File: config.mk
export PLATFORM = sky130hd
export DESIGN_NAME = chunked_body_decoder_unit
export DESIGN_NICKNAME = d
export VERILOG_FILES = /design/src/cbd_pkg.sv /design/src/chunked_body_decoder_unit.sv
export SDC_FILE = /design/constraint.sdc
export NUM_CORES = 1
export LEC_CHECK = 0
export BUFFER_PORTS_ARGS = -buffer_cell sky130_fd_sc_hd__buf_2
export CAP_MARGIN = 20
export CORE_ASPECT_RATIO = 0.5
export CORE_MARGIN = 2
export CORE_UTILIZATION = 55
export CTS_CLUSTER_SIZE = 25
export DETAILED_ROUTE_END_ITERATION = 10
export GPL_ROUTABILITY_DRIVEN = 0
export HOLD_SLACK_MARGIN = 0.1
export PLACE_DENSITY = 0.8
export SETUP_SLACK_MARGIN = 0.2
export SYNTH_ARGS = -nofsm -noshare
export SYNTH_HDL_FRONTEND = slang
export SYNTH_SLANG_ARGS = --single-unit
File: constraint.sdc
create_clock -name clk -period 6.4 [get_ports clk]
set_input_delay 0 -clock clk [delete_from_list [all_inputs] [get_ports clk]]
set_output_delay 0 -clock clk [all_outputs]
set_load 0.01 [all_outputs]
File: src/cbd_pkg.sv
package cbd_pkg;

  // Configuration register width and reset value
  localparam int CFG_W = 26;
  localparam logic [CFG_W-1:0] MAX_BODY_RESET = CFG_W'(32 * 1024 * 1024);

  // Default width of chunk size and total counters
  localparam int LEN_BITS_DEFAULT = 26;

  // Hex digit width and radix
  localparam int HEX_W = 4;
  localparam int RADIX = 16;

  // Result kinds
  localparam logic [1:0] KIND_PAYLOAD = 2'd0;
  localparam logic [1:0] KIND_DONE    = 2'd1;
  localparam logic [1:0] KIND_BAD     = 2'd2;

  // Line terminator and separator characters
  localparam logic [7:0] CHAR_CR   = 8'h0D;
  localparam logic [7:0] CHAR_LF   = 8'h0A;
  localparam logic [7:0] CHAR_SEMI = 8'h3B;

  // Parser phases, one-hot
  typedef enum logic [12:0] {
    PH_IDLE        = 13'b0000000000001,
    PH_SIZE        = 13'b0000000000010,
    PH_SIZE_LF     = 13'b0000000000100,
    PH_EXT         = 13'b0000000001000,
    PH_EXT_LF      = 13'b0000000010000,
    PH_DATA        = 13'b0000000100000,
    PH_DATA_CR     = 13'b0000001000000,
    PH_DATA_LF     = 13'b0000010000000,
    PH_TR_FIRST    = 13'b0000100000000,
    PH_TR_FIRST_LF = 13'b0001000000000,
    PH_TRAILER     = 13'b0010000000000,
    PH_DONE        = 13'b0100000000000,
    PH_FAIL        = 13'b1000000000000
  } phase_t;

  typedef struct packed {
    logic             valid;
    logic [HEX_W-1:0] value;
  } hex_digit_t;

  // Decode one ASCII hex digit
  function automatic hex_digit_t hex_decode(input logic [7:0] c);
    hex_digit_t r;
    r.valid = 1'b0;
    r.value = '0;
    if (c inside {[8'h30:8'h39]}) begin
      r.valid = 1'b1;
      r.value = HEX_W'(c - 8'h30);
    end else if (c inside {[8'h61:8'h66]}) begin
      r.valid = 1'b1;
      r.value = HEX_W'(c - 8'h57);
    end else if (c inside {[8'h41:8'h46]}) begin
      r.valid = 1'b1;
      r.value = HEX_W'(c - 8'h37);
    end
    return r;
  endfunction

endpackage

File: src/chunked_body_decoder_unit.sv
// Chunked body decoder: takes one raw byte of a chunked message body per word on the
// input channel and gives at most one result word per input: a payload byte, body complete,
// or malformed (flagged at the offending byte). A word with new_body high restarts the
// parser and is itself parsed as the first byte. Throughput is one byte per clock. A byte's
// result is loaded into the output register at the edge that accepts the byte and is
// offered from the next cycle on. A new byte is taken in any cycle in which that register
// is empty or being read, so a stalled result holds off the input. The critical path is the
// size digit update: a LEN_BITS+4 bit shift-add, an add of the decoded total and a compare
// against the limit (the smaller of max_body and 2^LEN_BITS - 1). After a result of complete
// or malformed, bytes give nothing until new_body. max_body must be written only while no
// body is in progress; the block itself does not enforce this.
module chunked_body_decoder_unit
  import cbd_pkg::*;
#(
  parameter int LEN_BITS = LEN_BITS_DEFAULT
) (
  input  logic             clk,
  input  logic             rst,
  // byte input
  input  logic             in_valid,
  output logic             in_ready,
  input  logic [7:0]       data_byte,
  input  logic             new_body,
  // result output
  output logic             out_valid,
  input  logic             out_ready,
  output logic [1:0]       result_kind,
  output logic [7:0]       payload_byte,
  // max_body write
  input  logic             cfg_valid,
  output logic             cfg_ready,
  input  logic [CFG_W-1:0] cfg_data
);

  // Wide enough for size*16 + digit + total and for the limit
  localparam int BASE_W = (LEN_BITS > CFG_W) ? LEN_BITS : CFG_W;
  localparam int SUM_W  = BASE_W + HEX_W + 1;
  localparam int SIZE_W = LEN_BITS + HEX_W;

  logic [CFG_W-1:0]    max_body;
  phase_t              phase, phase_next;
  logic [LEN_BITS-1:0] chunk_remaining, chunk_next;
  logic [LEN_BITS-1:0] body_total, total_next;
  logic                size_has_digit, has_digit_next;
  logic [1:0]          trailer_match, match_next;

  logic                emit;
  logic [1:0]          kind;
  logic                in_fire;

  // Restart-adjusted view of the state
  phase_t              ph_cur;
  logic [LEN_BITS-1:0] chunk_cur, total_cur;
  logic                digit_cur;
  logic [1:0]          match_cur;

  hex_digit_t          hex;
  logic [SIZE_W-1:0]   size_shifted;
  logic [SUM_W-1:0]    size_sum, limit, max_w, mask_w;
  logic [7:0]          want;

  assign in_ready  = !rst && (!out_valid || out_ready);
  assign cfg_ready = !rst;
  assign in_fire   = in_valid && in_ready;

  // Limit in use: smaller of max_body and the counter range
  assign max_w  = SUM_W'(max_body);
  assign mask_w = {{(SUM_W-LEN_BITS){1'b0}}, {LEN_BITS{1'b1}}};
  assign limit  = (max_w < mask_w) ? max_w : mask_w;

  assign hex          = hex_decode(data_byte);
  assign size_shifted = {chunk_cur, {HEX_W{1'b0}}} | SIZE_W'(hex.value);
  assign size_sum     = SUM_W'(size_shifted) + SUM_W'(total_cur);
  assign want         = trailer_match[0] ? CHAR_LF : CHAR_CR;

  // Next state and result for one byte
  always_comb begin
    ph_cur    = new_body ? PH_SIZE : phase;
    chunk_cur = new_body ? '0 : chunk_remaining;
    total_cur = new_body ? '0 : body_total;
    digit_cur = new_body ? 1'b0 : size_has_digit;
    match_cur = new_body ? 2'd0 : trailer_match;

    phase_next     = ph_cur;
    chunk_next     = chunk_cur;
    total_next     = total_cur;
    has_digit_next = digit_cur;
    match_next     = match_cur;
    emit           = 1'b0;
    kind           = KIND_PAYLOAD;

    case (ph_cur)
      PH_SIZE: begin
        if (hex.valid) begin
          if (size_sum > limit) begin
            emit       = 1'b1;
            kind       = KIND_BAD;
            phase_next = PH_FAIL;
          end else begin
            chunk_next     = LEN_BITS'(size_shifted);
            has_digit_next = 1'b1;
          end
        end else if (!digit_cur) begin
          emit       = 1'b1;
          kind       = KIND_BAD;
          phase_next = PH_FAIL;
        end else if (data_byte == CHAR_SEMI) begin
          phase_next = PH_EXT;
        end else if (data_byte == CHAR_CR) begin
          phase_next = PH_SIZE_LF;
        end else begin
          emit       = 1'b1;
          kind       = KIND_BAD;
          phase_next = PH_FAIL;
        end
      end
      PH_SIZE_LF, PH_EXT_LF: begin
        if (data_byte == CHAR_LF) begin
          // size line done
          if (chunk_cur == '0) begin
            phase_next = PH_TR_FIRST;
          end else begin
            total_next = total_cur + chunk_cur;
            phase_next = PH_DATA;
          end
        end else if (ph_cur == PH_SIZE_LF) begin
          emit       = 1'b1;
          kind       = KIND_BAD;
          phase_next = PH_FAIL;
        end else if (data_byte != CHAR_CR) begin
          phase_next = PH_EXT;
        end
      end
      PH_EXT: begin
        if (data_byte == CHAR_CR) phase_next = PH_EXT_LF;
      end
      PH_DATA: begin
        chunk_next = chunk_cur - LEN_BITS'(1);
        emit       = 1'b1;
        kind       = KIND_PAYLOAD;
        if (chunk_cur == LEN_BITS'(1)) phase_next = PH_DATA_CR;
      end
      PH_DATA_CR: begin
        if (data_byte != CHAR_CR) begin
          emit       = 1'b1;
          kind       = KIND_BAD;
          phase_next = PH_FAIL;
        end else begin
          phase_next = PH_DATA_LF;
        end
      end
      PH_DATA_LF: begin
        if (data_byte != CHAR_LF) begin
          emit       = 1'b1;
          kind       = KIND_BAD;
          phase_next = PH_FAIL;
        end else begin
          phase_next     = PH_SIZE;
          chunk_next     = '0;
          has_digit_next = 1'b0;
        end
      end
      PH_TR_FIRST: begin
        if (data_byte == CHAR_CR) begin
          phase_next = PH_TR_FIRST_LF;
        end else begin
          match_next = 2'd0;
          phase_next = PH_TRAILER;
        end
      end
      PH_TR_FIRST_LF: begin
        if (data_byte == CHAR_LF) begin
          emit       = 1'b1;
          kind       = KIND_DONE;
          phase_next = PH_DONE;
        end else begin
          match_next = (data_byte == CHAR_CR) ? 2'd1 : 2'd0;
          phase_next = PH_TRAILER;
        end
      end
      PH_TRAILER: begin
        // look for CR LF CR LF
        if (data_byte == want) begin
          if (match_cur == 2'd3) begin
            match_next = 2'd0;
            emit       = 1'b1;
            kind       = KIND_DONE;
            phase_next = PH_DONE;
          end else begin
            match_next = match_cur + 2'd1;
          end
        end else begin
          match_next = (data_byte == CHAR_CR) ? 2'd1 : 2'd0;
        end
      end
      default: begin
        // idle, done or failed: byte is dropped
      end
    endcase
  end

  // Parser state
  always_ff @(posedge clk) begin
    if (rst) begin
      phase           <= PH_IDLE;
      chunk_remaining <= '0;
      body_total      <= '0;
      size_has_digit  <= 1'b0;
      trailer_match   <= 2'd0;
    end else if (in_fire) begin
      phase           <= phase_next;
      chunk_remaining <= chunk_next;
      body_total      <= total_next;
      size_has_digit  <= has_digit_next;
      trailer_match   <= match_next;
    end
  end

  // Configuration register
  always_ff @(posedge clk) begin
    if (rst) begin
      max_body <= MAX_BODY_RESET;
    end else if (cfg_valid && cfg_ready) begin
      max_body <= cfg_data;
    end
  end

  // Result register
  always_ff @(posedge clk) begin
    if (rst) begin
      out_valid <= 1'b0;
    end else if (in_fire) begin
      out_valid <= emit;
    end else if (out_ready) begin
      out_valid <= 1'b0;
    end
  end

  always_ff @(posedge clk) begin
    if (in_fire && emit) begin
      result_kind  <= kind;
      payload_byte <= (kind == KIND_PAYLOAD) ? data_byte : 8'h00;
    end
  end

endmodule

## Yosys cells after proc, flatten, opt, wreduce, memory -nomap -nowiden

Index checks and enable logic that the tools add are counted.

| word-level totals | value |
|---|---|
| bits in registers | 105 |
| bits of input ports | 40 |
| output and inout port bits | 13 |

| cells by class | value |
|---|---|
| add/subtract/negate cells | 7 |
| order comparisons | 8 |
| equality and inequality tests | 18 |
| mux-type cells | 73 |
| bitwise operators | 1 |
| reduce and logical (&&, ||, !) cells | 14 |

Operators with widths:

| operator | number |
|---|---|
| 26-bit 2-to-1 mux | 9 |
| 13-bit 2-to-1 mux | 15 |
| 13-bit one-hot mux with 9 select lines | 1 |
| 26-bit one-hot mux with 3 select lines | 1 |
| 30-bit by 26-bit adder with 31-bit output | 1 |
| 31-bit by 26-bit greater-than comparator with 1-bit output | 1 |
| 30-bit by 4-bit bitwise OR with 30-bit output | 1 |
| 2-bit 2-to-1 mux | 14 |
| 26-bit adder | 1 |
| 26-bit by 1-bit equality test with 1-bit output (second input constant) | 1 |
| 26-bit logical NOT | 1 |
| 26-bit < comparator (second input constant) | 1 |
| 26-bit by 1-bit subtractor with 26-bit output (second input constant) | 1 |
| 1-bit 2-to-1 mux | 22 |
| 8-bit by 4-bit equality test with 1-bit output (second input constant) | 2 |
| 8-bit by 7-bit greater-or-equal comparator with 1-bit output (second input constant) | 2 |
| 8-bit by 7-bit <= comparator with 1-bit output (second input constant) | 2 |
| 8-bit by 4-bit inequality test with 1-bit output (second input constant) | 2 |
| 5-bit 2-to-1 mux | 3 |
| 13-bit by 10-bit equality test with 1-bit output (second input constant) | 1 |
| 13-bit by 11-bit equality test with 1-bit output (second input constant) | 1 |
| 13-bit by 2-bit equality test with 1-bit output (second input constant) | 1 |
| 13-bit by 3-bit equality test with 1-bit output (second input constant) | 1 |
| 13-bit by 4-bit equality test with 1-bit output (second input constant) | 1 |
| 27 further kinds | 35 |

## Longest topological paths before layout

| logic depth | value |
|---|---|
| word-level depth | 12 |
| mapped depth | 33 |

## Worst setup path before layout

No wires, ideal clock.

| timing | value |
|---|---|
| path kind | input to register |
| start | in new_body |
| end | reg payload_byte[0] (enable) |
| setup time | 322 ps |
| arrival | 5908 ps |
| required time | 6078 ps |
| setup slack | 171 ps |
| stages | 31 |
| buffers on the path | 6 |
| cells stage by stage | buf_2 -> buf_1 -> clkbuf_1 -> clkbuf_1 -> clkbuf_1 -> clkbuf_1 -> nor2b_1 -> ha_1 -> inv_1 -> fa_1 -> nand2b_1 -> a21oi_1 -> o41ai_2 -> o21ai_1 -> a31o_1 -> a21oi_1 -> o21ai_1 -> a211o_1 -> a21oi_1 -> xnor2_1 -> ha_1 -> nand3_1 -> or2_2 -> nor3_1 -> nand2_1 -> o21ai_0 -> nand3_1 -> a31oi_2 -> nand3_2 -> a21oi_1 -> a21oi_1 |

| on the way | value |
|---|---|
| longest elaborated chain between the ends | 8 |
| elaborated cells on any way between the ends | 27 |
| those cells by class | 1 x add/sub; 1 x order compare; 9 x eq/ne; 13 x mux; 1 x bitwise; 2 x reduce/logical |

Ends and longest elaborated chain:

| item | line | RTL |
|---|---|---|
| from (decl) | chunked_body_decoder_unit.sv:23 | `input logic new_body,` |
| 26-bit 2-to-1 mux | chunked_body_decoder_unit.sv:79 | `chunk_cur = new_body ? '0 : chunk_remaining;` |
| 30-bit by 4-bit bitwise OR with 30-bit output | chunked_body_decoder_unit.sv:72 | `assign size_shifted = {chunk_cur, {HEX_W{1'b0}}} \| SIZE_W'(hex.value);` |
| 30-bit by 26-bit adder with 31-bit output | chunked_body_decoder_unit.sv:73 | `assign size_sum = SUM_W'(size_shifted) + SUM_W'(total_cur);` |
| 31-bit by 26-bit greater-than comparator with 1-bit output | chunked_body_decoder_unit.sv:95 | `if (size_sum > limit) begin` |
| 1-bit 2-to-1 mux | chunked_body_decoder_unit.sv:95 |  |
| 1-bit 2-to-1 mux | chunked_body_decoder_unit.sv:94 | `if (hex.valid) begin` |
| 1-bit one-hot mux with 7 select lines * | chunked_body_decoder_unit.sv:92 | `case (ph_cur)` |
| 1-bit logical AND * | chunked_body_decoder_unit.sv:240 | `if (in_fire && emit) begin` |
| to (signal assigned) | chunked_body_decoder_unit.sv:242 | `payload_byte <= (kind == KIND_PAYLOAD) ? data_byte : 8'h00;` |
| to (decl) | chunked_body_decoder_unit.sv:28 | `output logic [7:0] payload_byte,` |

Every way passes the cells marked *; elsewhere a longest branch is shown, timed or not.
A chain may end at the register's enable or synchronous reset.

## Worst setup path in the final report

| timing | value |
|---|---|
| start | in data_byte[0] |
| end | reg chunk_remaining[18] |

| on the way | value |
|---|---|
| longest elaborated chain between the ends | 11 |
| elaborated cells on any way between the ends | 23 |
| those cells by class | 4 x add/sub; 7 x order compare; 1 x eq/ne; 7 x mux; 1 x bitwise; 3 x reduce/logical |

Ends and longest elaborated chain:

| item | line | RTL |
|---|---|---|
| from (decl) | chunked_body_decoder_unit.sv:22 | `input logic [7:0] data_byte,` |
| 8-bit by 7-bit greater-or-equal comparator with 1-bit output / 8-bit by 7-bit <= comparator with 1-bit output (equally long branches) | cbd_pkg.sv:57 | `end else if (c inside {[8'h41:8'h46]}) begin` |
| 1-bit logical AND | cbd_pkg.sv:57 |  |
| 5-bit 2-to-1 mux | cbd_pkg.sv:57 |  |
| 5-bit 2-to-1 mux | cbd_pkg.sv:54 | `end else if (c inside {[8'h61:8'h66]}) begin` |
| 5-bit 2-to-1 mux | cbd_pkg.sv:51 | `if (c inside {[8'h30:8'h39]}) begin` |
| 30-bit by 4-bit bitwise OR with 30-bit output | chunked_body_decoder_unit.sv:72 |  |
| 30-bit by 26-bit adder with 31-bit output | chunked_body_decoder_unit.sv:73 |  |
| 31-bit by 26-bit greater-than comparator with 1-bit output | chunked_body_decoder_unit.sv:95 |  |
| 26-bit 2-to-1 mux | chunked_body_decoder_unit.sv:95 |  |
| 26-bit 2-to-1 mux | chunked_body_decoder_unit.sv:94 |  |
| 26-bit one-hot mux with 3 select lines * | chunked_body_decoder_unit.sv:92 |  |
| to (signal assigned) | chunked_body_decoder_unit.sv:212 | `chunk_remaining <= chunk_next;` |
| to (decl) | chunked_body_decoder_unit.sv:42 | `logic [LEN_BITS-1:0] chunk_remaining, chunk_next;` |

Marked as above.

==> out/qor.log <==
qor: floorplanning.floorplan.io_pins 53
qor: synth.dominant_cell_type_by_area_after_synthesis sky130_fd_sc_hd__dfxtp_1
qor: floorplanning.floorplan.rows 33
qor: pwr.power.share.switching 30.1%
qor: synth.synth_most_common_cell sky130_fd_sc_hd__nor2_1
qor: place.detailedPlacementHpwl 20.7 mm
qor: global_route.initial_antenna_violation_count 1
qor: floorplanning.start_util 56.9%
qor: worst_setup_path.endpoint_arrival_time_on_the_critical_path 6140 ps
qor: global_route.gr_ovfl_total 0
qor: clock_network.htree_levels 3
qor: sta.timing.slew.headroom 26.6%
qor: detailed_routing.drt-total-wl 28.9 mm
qor: sta.timing.final.max_slew_violations 0
qor: floorplanning.die_height 96.7 um
qor: sta.setup_repair_after_global_routing_missed_its_margin no
qor: pwr.sequentialPowerShare 42.1%
qor: sta.sum_neg_setup_slack 0 ps
qor: outcome.status completed
qor: sta.worst_clock_skew 15.8 ps
qor: worst_setup_path.rr_startpoint chunk_remaining[7]
qor: sta.max_fclk 171 MHz
qor: floorplanning.dieWidth 189 um
qor: synth.synth_common_cells sky130_fd_sc_hd__nor2_1, sky130_fd_sc_hd__dfxtp_1, sky130_fd_sc_hd__nand2_1
qor: pwr.worst_ir_drop_vdd 138 uV
qor: clock_network.clk_path_buf_depth 2
qor: place.pre_cts_slack 32.8 ps
qor: sta.finalHoldViolations 0
qor: worst_setup_path.path_max_fanout 22
qor: pwr.switchingPower 499 uW
qor: worst_setup_path.rr_worst_depth 24
qor: flow_run.drv_cap 0
qor: worst_setup_path.worst_setup_ep_type flip-flop
qor: hold_path.hold-path-endpoint payload_byte[3]
qor: sta.timing.final.crit_period 5860 ps
qor: synth.synth_edf_count 10
qor: worst_setup_path.critPathMostFrequentCell sky130_fd_sc_hd__ha_1
qor: synth.synthDominantCellAreaShare 20.1%
qor: floorplanning.die-area 0.0183 mm^2
qor: hold_path.min_path_cells 3
qor: synth.async_reset_ff_share 0%
qor: worst_setup_path.critPathMaxStageDelay 360 ps
qor: detailed_routing.dr.first_iter.drc_count 1,246
qor: clock_network.clock_latency 380 ps
qor: synth.yosys.cell_types.count 94
qor: synth.yosys_most_used_dff sky130_fd_sc_hd__dfxtp_1
qor: clock_network.cts.sink_count 105
qor: detailed_routing.drt_first_pass_iters 6
qor: layout.area.growth.synth_to_final 14.8%
qor: worst_setup_path.r2r_slack 620 ps
qor: synth.mappedNetlistArea 0.00945 mm^2
qor: pwr.powerDensity 153 mW/mm^2
qor: pwr.p_clk_share 38.7%
qor: detailed_routing.antenna_left 0
qor: layout.num_antenna_cells 0
qor: layout.design.final.nets 1,423
qor: floorplanning.coreArea 0.0166 mm^2
qor: global_route.number_of_global_route_vias_before_repair 9,043
qor: clock_network.cts_root_buffer_type sky130_fd_sc_hd__clkbuf_16
qor: detailed_routing.route.detailed.wl_per_inst 18.9 um
qor: clock_network.cts-buffers-inserted 9
qor: worst_setup_path.worstSetupStartpointType input port
qor: global_route.grt_util_all_layers 30.8%
qor: global_route.global_route_wire_length_before_repair 45.8 mm
qor: synth.seq_area_frac_synth 23.3%
qor: sta.setup_violations 0
qor: place.buffer_ports.inserted 52
qor: synth.synth_seq_cells 105
qor: pwr.leakage 0.00482 uW
qor: sta.worst_slew_pin_slew 1090 ps
qor: worst_setup_path.worstSetupPathType in -> reg
qor: sta.fin_crit_sh 91.6%
qor: clock_network.clkSlewWorstSetupHoldPaths 90 ps
qor: pwr.p_int 1160 uW
qor: detailed_routing.drcViolationCount 0
qor: global_route.grt_max_degree 36
qor: synth.ys_warn_count 0
qor: synth.ys_top_cells_by_area sky130_fd_sc_hd__dfxtp_1, sky130_fd_sc_hd__ha_1, sky130_fd_sc_hd__a21oi_1
qor: worst_setup_path.critical-path-slowest-cell sky130_fd_sc_hd__a311oi_4
qor: hold_path.holdCritPathClass in -> reg
qor: clock_network.tritoncts_clock_tree done
qor: pwr.power.combinational.fraction 19.2%
qor: worst_setup_path.worstPathRequired 6670 ps
qor: synth.mappedNetlistNets 1,337
qor: synth.synth.avg_cell_area 7.80 um^2
qor: detailed_routing.vias_after_detailed_routing 9,907
qor: worst_setup_path.timing.rr.end chunk_remaining[18]
qor: detailed_routing.drt-vias-per-instance 6.48
qor: hold_path.hp-start data_byte[3]
qor: synth.netlist_instances 1,211
qor: sta.timing.final.ws_setup 536 ps
qor: layout.share_of_final_layout_standard_cells_stronger_than_drive_strength_1 11.3%
-- repair_timing --
| action | in CTS | in global routing |
|---|---|---|
| endpoints found under the setup margin | 0 | 54 |
| setup buffers | 0 | 10 |
| endpoints found under the hold margin | 31 | 0 |
| gates resized for setup | 0 | 15 |
| hold buffers | 46 | 0 |
-- registers in the layout, summed over array words and instances (netlist names) --
signal,cells
body_total,26
chunk_remaining,26
max_body,26
out_valid,1
payload_byte,8
phase,13
result_kind,2
size_has_digit,1
trailer_match,2
-- routing by layer --
metal | vias up | routed length, um | GRT usage (%)
met2 | 625 | 12300 | 46.9
met1 | 4555 | 12300 | 42.7
met5 | - | 18 | 0
met3 | 102 | 3470 | 7.55
met4 | 2 | 862 | 9.96
li1 | 4623 | - | -
-- kinds of logic after synthesis --
logic type                 after synthesis  synth area share [%]
buffers and inverters                  117                  5.17
AOI/OAI and AO/OA                      373                  26.6
adders and majority gates               86                  11.5
xor gates and xnor gates                57                  5.28
DFF                                    105                  23.3
and+or+nand+nor                        428                  23.2
muxes                                   45                  4.79
-- layout by cell type, fill, tap and decap left out, types with 11 or more instances in the layout --
| cell type | instances |
|---|---|
| sky130_fd_sc_hd__o21ai_0 | 71 |
| sky130_fd_sc_hd__nor3_1 | 29 |
| sky130_fd_sc_hd__a22oi_1 | 14 |
| sky130_fd_sc_hd__o21ai_1 | 22 |
| sky130_fd_sc_hd__nor4_1 | 11 |
| sky130_fd_sc_hd__a21o_1 | 34 |
| sky130_fd_sc_hd__nor2b_1 | 52 |
| sky130_fd_sc_hd__nand2_1 | 93 |
| sky130_fd_sc_hd__a31oi_1 | 15 |
| sky130_fd_sc_hd__mux2i_1 | 43 |
| sky130_fd_sc_hd__nand3_1 | 27 |
| sky130_fd_sc_hd__nand4_1 | 14 |
| sky130_fd_sc_hd__and3_1 | 15 |
| sky130_fd_sc_hd__inv_1 | 59 |
| sky130_fd_sc_hd__buf_2 | 52 |
| sky130_fd_sc_hd__dlygate4sd3_1 | 46 |
| sky130_fd_sc_hd__o221ai_1 | 11 |
| sky130_fd_sc_hd__a21oi_1 | 86 |
| sky130_fd_sc_hd__buf_4 | 32 |
| sky130_fd_sc_hd__xnor2_1 | 35 |
| sky130_fd_sc_hd__dfxtp_1 | 95 |
| sky130_fd_sc_hd__ha_1 | 84 |
| sky130_fd_sc_hd__xor2_1 | 22 |
| sky130_fd_sc_hd__nand2b_1 | 26 |
| sky130_fd_sc_hd__nor2_1 | 104 |
-- how the worst max path moves through the flow --
stage                             from                  end  slack [ps]  depth (start not counted)
final                     data_byte[0]  chunk_remaining[18]         540                         31
after global routing      data_byte[0]  chunk_remaining[18]         190                         31
after CTS                 data_byte[3]  chunk_remaining[18]         420                         29
after detailed placement  data_byte[3]  chunk_remaining[18]          30                         29
after global placement    data_byte[3]  chunk_remaining[18]         230                         29
after floorplan               new_body      payload_byte[0]         260                         31
-- critical path, delay by kind of cell --
family                   cells  cell delay (ps)
AO/OA/AOI/OAI               14             3010
buffers and inverters        4              660
AND/OR/NAND/NOR              9             1540
XOR/XNOR                     1               90
adder cells (fa/ha/maj)      3              840
-- power by group through the flow --
stage	Sequential [uW]	Clock, uW	Combinational, uW
2_1_floorplan	709	0	198
3_3_place_gp	711	0	270
3_5_place_dp	712	0	278
4_1_cts	696	642	301
5_1_grt	699	670	343
6_report	697	641	318
-- final cells by class --
class / instances / area, um^2
Clock inverter: 7 / 101
Timing Repair Buffer: 132 / 992
Clock buffer: 9 / 225
Inverter: 60 / 225
Multi-Input combinational cell: 989 / 6810
Tap cell: 227 / 284
Sequential cell: 105 / 2200
Fill cell: 1437 / 5760
-- stage by stage --
step	std cells	hold WS [ps]	util (%)	power [uW]	area [um^2]
2_1_floorplan	1211	139	-	908	9450
3_3_place_gp	1456	230	59.7	980	9910
3_5_place_dp	1457	241	59.8	990	9920
4_1_cts	1519	103	64.5	1640	10700
5_1_grt	1529	135	65.3	1710	10800
6_report	1529	106	65.3	1660	10800
No activity file was read; power rests on OpenSTA's default activity.
